### src/hw/rtl/tcw_pkg.sv
package tcw_pkg;

  localparam int COLUMNS_DEF  = 80;
  localparam int ROWS_DEF     = 25;
  localparam int TAB_STOP_DEF = 8;

  localparam int CHAR_W    = 8;
  localparam int RROW_W    = 5;
  localparam int RCOL_W    = 7;
  localparam int CURCOL_W  = 7;
  localparam int CURROW_W  = 5;
  localparam int IN_DATA_W  = 24;
  localparam int OUT_DATA_W = 24;

  localparam logic       CMD_PUT  = 1'b0;
  localparam logic       CMD_READ = 1'b1;

  localparam logic [7:0] CH_TAB     = 8'h09;
  localparam logic [7:0] CH_NEWLINE = 8'h0A;
  localparam logic [7:0] CH_BLANK   = 8'h20;
  localparam logic [7:0] CH_DEL     = 8'h7F;

  typedef struct packed {
    logic accept;
    logic put;
    logic read;
    logic sweep;
    logic emit;
  } ctrl_cmd_t;

  typedef struct packed {
    logic item_read;
    logic put_scroll;
    logic sweep_last;
    logic out_free;
  } dp_status_t;

endpackage

### src/hw/rtl/tcw_ctrl.sv
module tcw_ctrl (
  input  logic                clk,
  input  logic                rst_n,
  input  logic                in_tvalid,
  output logic                in_tready,
  input  tcw_pkg::dp_status_t status,
  output tcw_pkg::ctrl_cmd_t  cmd
);

  localparam logic [2:0] S_CLEAR = 3'd0;
  localparam logic [2:0] S_IDLE  = 3'd1;
  localparam logic [2:0] S_EXEC  = 3'd2;
  localparam logic [2:0] S_BLANK = 3'd3;
  localparam logic [2:0] S_EMIT  = 3'd4;

  logic [2:0] state_r;
  logic [2:0] state_nxt;

  always_comb begin
    state_nxt  = state_r;
    in_tready  = 1'b0;
    cmd        = '0;
    case (state_r)
      S_CLEAR: begin
        cmd.sweep = 1'b1;
        if (status.sweep_last) begin
          state_nxt = S_IDLE;
        end
      end
      S_IDLE: begin
        in_tready = 1'b1;
        if (in_tvalid) begin
          cmd.accept = 1'b1;
          state_nxt  = S_EXEC;
        end
      end
      S_EXEC: begin
        if (status.item_read) begin
          cmd.read  = 1'b1;
          state_nxt = S_EMIT;
        end else begin
          cmd.put   = 1'b1;
          state_nxt = status.put_scroll ? S_BLANK : S_EMIT;
        end
      end
      S_BLANK: begin
        cmd.sweep = 1'b1;
        if (status.sweep_last) begin
          state_nxt = S_EMIT;
        end
      end
      S_EMIT: begin
        if (status.out_free) begin
          cmd.emit  = 1'b1;
          in_tready = 1'b1;
          if (in_tvalid) begin
            cmd.accept = 1'b1;
            state_nxt  = S_EXEC;
          end else begin
            state_nxt  = S_IDLE;
          end
        end
      end
      default: begin
        state_nxt = S_IDLE;
      end
    endcase
  end

  always_ff @(posedge clk) begin
    if (!rst_n) begin
      state_r <= S_CLEAR;
    end else begin
      state_r <= state_nxt;
    end
  end

endmodule

### config.mk
export PLATFORM = sky130hd
export DESIGN_NAME = tcw_ctrl
export DESIGN_NICKNAME = d
export VERILOG_FILES = /design/src/hw/rtl/tcw_pkg.sv /design/src/hw/rtl/tcw_ctrl.sv
export SDC_FILE = /design/constraint.sdc
export NUM_CORES = 1
export LEC_CHECK = 0
export BUFFER_PORTS_ARGS = -buffer_cell sky130_fd_sc_hd__buf_2
export CAP_MARGIN = 10
export CORE_AREA = 2 2 39 41
export CTS_BUF_LIST = sky130_fd_sc_hd__clkbuf_8 sky130_fd_sc_hd__clkbuf_16
export DETAILED_ROUTE_END_ITERATION = 12
export DIE_AREA = 0 0 41 43
export GPL_ROUTABILITY_DRIVEN = 0
export PLACE_DENSITY = 0.44
export SYNTH_ARGS = -nofsm -noshare
export SYNTH_HDL_FRONTEND = slang
export SYNTH_SLANG_ARGS = --single-unit
### constraint.sdc
create_clock -name clk -period 2.7 [get_ports clk]
set_input_delay 0.135 -clock clk [delete_from_list [all_inputs] [get_ports clk]]
set_output_delay 0.135 -clock clk [all_outputs]
set_load 0.01 [all_outputs]
==> results of run 1 <==
-- kinds of logic (layout without fill, tap and decap cells) --
group,after synthesis,in the layout,share of synthesized area
and+or+nand+nor,22,22,0.539
xor gates and xnor gates,1,1,0.0250
buffers and inverters,3,16,0.0964
muxes,1,1,0.0286
DFF,3,3,0.171
AOI/OAI and AO/OA,7,7,0.139
-- cell usage after synthesis --
| cell type | instances |
|---|---|
| a21boi_0 | 1 |
| a21oi_1 | 3 |
| a32oi_1 | 1 |
| and2_1 | 2 |
| and3b_2 | 1 |
| and4bb_4 | 2 |
| buf_6 | 3 |
| dfxtp_1 | 3 |
| mux2i_1 | 1 |
| nand2_1 | 1 |
| nand2b_1 | 2 |
| nand3b_1 | 2 |
| nand4b_1 | 1 |
| nand4bb_1 | 1 |
| nor2_1 | 3 |
| nor2b_1 | 1 |
| nor3b_1 | 1 |
| nor3b_2 | 1 |
| nor4_4 | 1 |
| o211a_1 | 1 |
| o21a_1 | 1 |
| or2_2 | 1 |
| or3b_1 | 1 |
| or3b_2 | 1 |
| xor2_1 | 1 |
-- layout make-up --
class	instances	area [um^2]	area share
Multi-Input combinational cell	31	256	0.581
Sequential cell	3	60.1	0.136
Timing Repair Buffer	12	60.1	0.136
Clock buffer	3	41.3	0.0935
Tap cell	16	20.0	0.0453
Clock inverter	1	3.75	0.00850
-- stage by stage --
stage                     std cells  setup slack, ps
after floorplan                  37             1500
after global placement           62             1220
after detailed placement         62             1200
after CTS                        66             1140
after global routing             66             1050
final                            66             1170
-- layer usage --
| layer | GRT usage | vias to the layer above | wire (um) |
|---|---|---|---|
| li1 | - | 162 | - |
| met1 | 0.141 | 138 | 329 |
| met2 | 0.156 | 7 | 389 |
| met3 | 0.0209 | 0 | 38 |
| met4 | 0.0600 | 0 | 0 |
| met5 | 0 | - | 0 |
-- power by group --
part           leakage (nW)  internal [W]  switching (W)
Clock                0.0269     0.0000966      0.0000281
Combinational         0.138     0.0000213      0.0000178
Sequential           0.0245     0.0000470     0.00000709
-- worst paths after layout --
path / from / endpoint / slack, ps / cells past startpoint
hold reg to reg: state_r[1]$_SDFFE_PN0P_ / state_r[2]$_SDFFE_PN0P_ / 670 / 2
hold / removal: rst_n / state_r[1]$_SDFFE_PN0P_ / 160 / 2
setup / recovery: state_r[1]$_SDFFE_PN0P_ / cmd[3] / 1170 / 3
setup reg to reg: state_r[2]$_SDFFE_PN0P_ / state_r[1]$_SDFFE_PN0P_ / 1190 / 4
-- critical path: cells and delay by family (launching register included) --
family	cells	cell delay [ps]
buf+inv	1	130
simple gates	2	530
flops	1	520
==> key figures, run 1 <==
Job
  • Maxcap violations: 0

Timing
  • Max-Slew Margin vs Limit: 0.694
  • Setup TNS Final: 0 ps
  • Hold WS: 162 ps
  • Final Skew: 0.769 ps
  • RSZ-0062 raised after global routing: no
  • Final slew viol count: 0
  • Final hold violation count: 0
  • Final Setup Violations: 0
  • Period utilization: 0.566
  • Max Freq: 654 MHz
  • Worst-margin pin slew: 458 ps
  • Tmin final: 1530 ps

Final layout
  • Largest regs: state_r x3
  • Layout cells sized above 1: 0.440
  • Top reg by flops: state_r
  • N_diodes: 0
  • Area growth from synthesis to layout: 26.1%
  • Most frequent cells in the layout: buf_2, a21oi_1, nor2_1, clkbuf_8, dfxtp_1
  • Most common cell after layout, fill and taps aside: buf_2
  • Filler cells: 151
  • Finished Cell Area: 442 um^2
  • Post-layout nets: 58
  • Fin util: 0.319
  • Max reg flops: 3

Die
  • DIE AREA: 1760 um^2
  • Die span in y: 43 um
  • Core area: 1380 um^2
  • Die W: 41 um
  • Initial core utilization: 0.253
  • Ports: 13
  • Row count: 14

Clock network
  • Root Driver: clkbuf_8
  • Post-CTS Repair Setup Buffers: 0
  • Clock sink total: 3
  • Worst-Skew Late Latency: 210 ps
  • CTS clk-pin slew, worst paths: 30 ps
  • Clk buf depth: 2
  • CTS tree: yes
  • Hold buffer count at CTS: 0
  • Post-CTS Resized: 0
  • Htree depth: 1
  • CTS Buf Count: 3

GRT
  • Vias in the first global route: 302
  • Initial antenna violation count: 0
  • GR Overflow Total: 0
  • First-pass GRT wire length: 1300 um
  • Largest net degree at the start of global routing: 16
  • Total Routing Usage GR: 0.107

Yosys
  • Avg Inst Size Synth: 9.47 um^2
  • Register area share after synthesis: 0.171
  • Yosys warns: 0
  • Count of state elements after synthesis: 3
  • Top post-synthesis cells by area: dfxtp_1, buf_6, and4bb_4
  • Yosys top cell by area: dfxtp_1
  • Post-Synthesis Cells: 37
  • Yosys top cell area share: 0.171
  • Mapped Nets: 44
  • Yosys cell types: 25
  • Post-Syn Area: 350 um^2

Place
  • DP Wirelength: 576 um
  • DP Area: 397 um^2
  • PortBufs: 12

Critical path
  • Worst setup SP type: flip-flop
  • Largest stage delay, worst path: 520 ps
  • Crit-path cells: nor3b_2, nor2b_1, buf_2
  • CP required: 2570 ps
  • CP Capture Type: output port
  • Critical-path top delay cell: dfxtp_1
  • CP max FO: 12
  • Worst Path Arrival: 1390 ps
  • Critical path class: reg -> out

Power and ir drop
  • Max rail drop VDD: 216 uV
  • Pleak: 0.189 nW
  • Cell Pwr Density: 494 nW/um^2
  • Design Power: 0.000218 W

Route
  • Routed Antenna Nets: 0
  • DR vias/cell: 4.65
  • Pre-Repair DR Iteration Count: 3
  • Total wire length: 758 um
  • Vias: 307
  • DRC Markers: 0
  • Routed length per instance: 11.5 um
  • Initial drt markers: 1

Hold path
  • Hold crit path type: in -> reg

Outcome
  • Status: complete, no violations
Power figures use the tool's default switching activity.
==> inputs of run 2 (changes only) <==
- clock period: 2.7 -> 1.5 ns (I/O delays scaled with it)
==> run 2 against run 1 <==
Register-to-register slack got worse by 1000 ps. Critical path depth rose by 2. Final cell count is 4.5% higher. Power up 82%. Non-clock buffer count rose by 3. Sequential share of layout area shrank 0.43 points. Combinational power rose by 110%.
==> key figures, run 2 (synthesis gave the netlist of run 1 again) <==
Outcome
  • Status: complete, no violations (unchanged)

Clock network
  • CTS tree: yes (unchanged)
  • Hold buffer count at CTS: 0 (unchanged)
  • Clk buf depth: 2 (unchanged)
  • Clock sink total: 3 (unchanged)
  • Worst-Skew Late Latency: 210 ps (about the same)
  • CTS Buf Count: 3 (unchanged)
  • CTS clk-pin slew, worst paths: 30 ps (about the same)
  • Htree depth: 1 (unchanged)
  • Root Driver: clkbuf_8 (unchanged)

Timing
  • Final slew viol count: 0 (unchanged)
  • Final hold violation count: 0 (unchanged)
  • RSZ-0062 raised after global routing: no (unchanged)
  • Setup TNS Final: 0 ps (unchanged)
  • Max-Slew Margin vs Limit: 0.801 (was 0.694)
  • Max Freq: 720 MHz
  • Final Skew: 2.17 ps (was 0.769 ps)
  • Period utilization: 0.926
  • Worst-margin pin slew: 297 ps (was 458 ps)
  • Tmin final: 1390 ps
  • Final Setup Violations: 0 (unchanged)

Final layout
  • Largest regs: state_r x3 (unchanged)
  • Most frequent cells in the layout: buf_2, a21oi_1, nor2_1, clkbuf_8, buf_4 (was buf_2, a21oi_1, nor2_1, clkbuf_8, dfxtp_1)
  • Layout cells sized above 1: 0.491 (was 0.440)
  • Fin util: 0.336 (was 0.319)
  • N_diodes: 0 (unchanged)
  • Area growth from synthesis to layout: 32.9% (was 26.1%)
  • Finished Cell Area: 465 um^2 (was 442 um^2)
  • Max reg flops: 3 (unchanged)
  • Most common cell after layout, fill and taps aside: buf_2 (unchanged)
  • Post-layout nets: 61 (was 58)
  • Top reg by flops: state_r (unchanged)

Hold path
  • Hold crit path type: in -> reg (unchanged)

Place
  • PortBufs: 12 (unchanged)
  • DP Area: 419 um^2 (was 397 um^2)

Route
  • Routed wl met3: 37 um (was 38 um)
  • DR vias/cell: 4.74 (was 4.65)
  • DRC Markers: 0 (unchanged)
  • Total wire length: 777 um (was 758 um)
  • Routed length per instance: 11.3 um (was 11.5 um)
  • Vias: 327 (was 307)
  • Max layer used: met3 (unchanged)
  • Routed Antenna Nets: 0 (unchanged)
  • Met1 WL: 384 um (was 329 um)
  • Pre-Repair DR Iteration Count: 3 (unchanged)
  • Initial drt markers: 4 (was 1)
  • DR WL met2: 355 um (was 389 um)

Power and ir drop
  • Sequential share of power: 0.232 (was 0.248)
  • Switching fraction of total power: 0.240 (was 0.243)
  • Clock share of power: 0.562 (was 0.572)
  • Design Power: 0.000397 W (was 0.000218 W)
  • Max rail drop VDD: 515 uV (was 216 uV)
  • Logic pwr share: 0.205 (was 0.179)
  • P_int: 0.000302 W (was 0.000165 W)
  • Net load switching power: 0.0000952 W (was 0.0000530 W)
  • Pleak: 0.206 nW (was 0.189 nW)
  • Cell Pwr Density: 853 nW/um^2 (was 494 nW/um^2)

Job
  • Maxcap violations: 0 (unchanged)

Die
  • Row count: 14 (unchanged)
  • Die span in y: 43 um (unchanged)
  • DIE AREA: 1760 um^2 (unchanged)
  • Die W: 41 um (unchanged)
  • Core area: 1380 um^2 (unchanged)
  • Ports: 13 (unchanged)
  • Initial core utilization: 0.253 (unchanged)

GRT
  • GR Overflow Total: 0 (unchanged)
  • Vias in the first global route: 301 (was 302)
  • Initial antenna violation count: 0 (unchanged)
  • Largest net degree at the start of global routing: 10 (was 16)
  • Total Routing Usage GR: 0.0973 (was 0.107)
  • First-pass GRT wire length: 1180 um (was 1300 um)

Critical path
  • Crit-path cells: buf_4, nand3b_1, a21oi_1, and2_1, buf_2 (was nor3b_2, nor2b_1, buf_2)
  • Worst setup SP type: flip-flop (unchanged)
  • Buf+Inv Stages, Crit Path: 2 (was 1)
  • Critical path class: reg -> out (unchanged)
  • Critical path's top delay family: flip-flops (was simple AND/OR/NAND/NOR gates)
  • Critical-path top delay cell: dfxtp_1 (unchanged)
  • CP max FO: 7 (was 12)
  • CP required: 1420 ps (was 2570 ps)
  • Largest stage delay, worst path: 350 ps (was 520 ps)
  • Worst Path Arrival: 1310 ps (was 1390 ps)
  • CP Capture Type: output port (unchanged)
run 2: changes by cell type in the layout (fill, tap and decap cells not counted):
cell     before  now
dfxtp_1       3    2
buf_4         0    3
dfxtp_2       0    1
run 2: power groups by stage:
stage | clock, W | sequential, W | combinational (W)
4_1_cts | 0.000230 | 0.0000917 | 0.0000824
3_5_place_dp | 0 | 0.0000928 | 0.0000823
5_1_grt | 0.000233 | 0.0000929 | 0.0000910
2_1_floorplan | 0 | 0.0000887 | 0.0000606
3_3_place_gp | 0 | 0.0000933 | 0.0000832
6_report | 0.000223 | 0.0000922 | 0.0000816
run 2: metal layers:
| layer | vias up | global-route usage |
|---|---|---|
| met3 | 0 | 0.0157 |
| met4 | 0 | 0.0600 |
| met2 | 7 | 0.147 |
| li1 | 167 | - |
| met1 | 153 | 0.122 |
| met5 | - | 0 |
run 2: per-stage QoR:
stage	std cells	hold WS [ps]	worst slack, ps
floorplan	37	193	296
global placement	65	316	169
detailed placement	65	322	166
CTS	69	102	36.1
global route	69	135	26.2
finish	69	106	111
run 2: what timing repair did:
action,in CTS,in global routing
gates resized for setup,0,1
hold endpoints to repair,0,0
setup buffers,0,0
setup endpoints to repair,0,1
run 2: cell type report:
| type | count | area, um^2 |
|---|---|---|
| flip-flops and latches | 3 | 61.3 |
| repair buffers | 15 | 82.6 |
| clock buffers | 3 | 41.3 |
| clock inverters | 1 | 3.75 |
| fillers | 157 | 918 |
| well taps | 16 | 20.0 |
| multi-input cells | 31 | 256 |
run 2: final timing paths:
path | endpoint | cells after the start | start | slack (ps)
hold reg to reg | state_r[2]$_SDFFE_PN0P_ | 2 | state_r[2]$_SDFFE_PN0P_ | 560
setup / recovery | cmd[4] | 5 | state_r[0]$_SDFFE_PN0P_ | 110
hold / removal | state_r[1]$_SDFFE_PN0P_ | 2 | rst_n | 110
setup reg to reg | state_r[1]$_SDFFE_PN0P_ | 4 | state_r[1]$_SDFFE_PN0P_ | 160
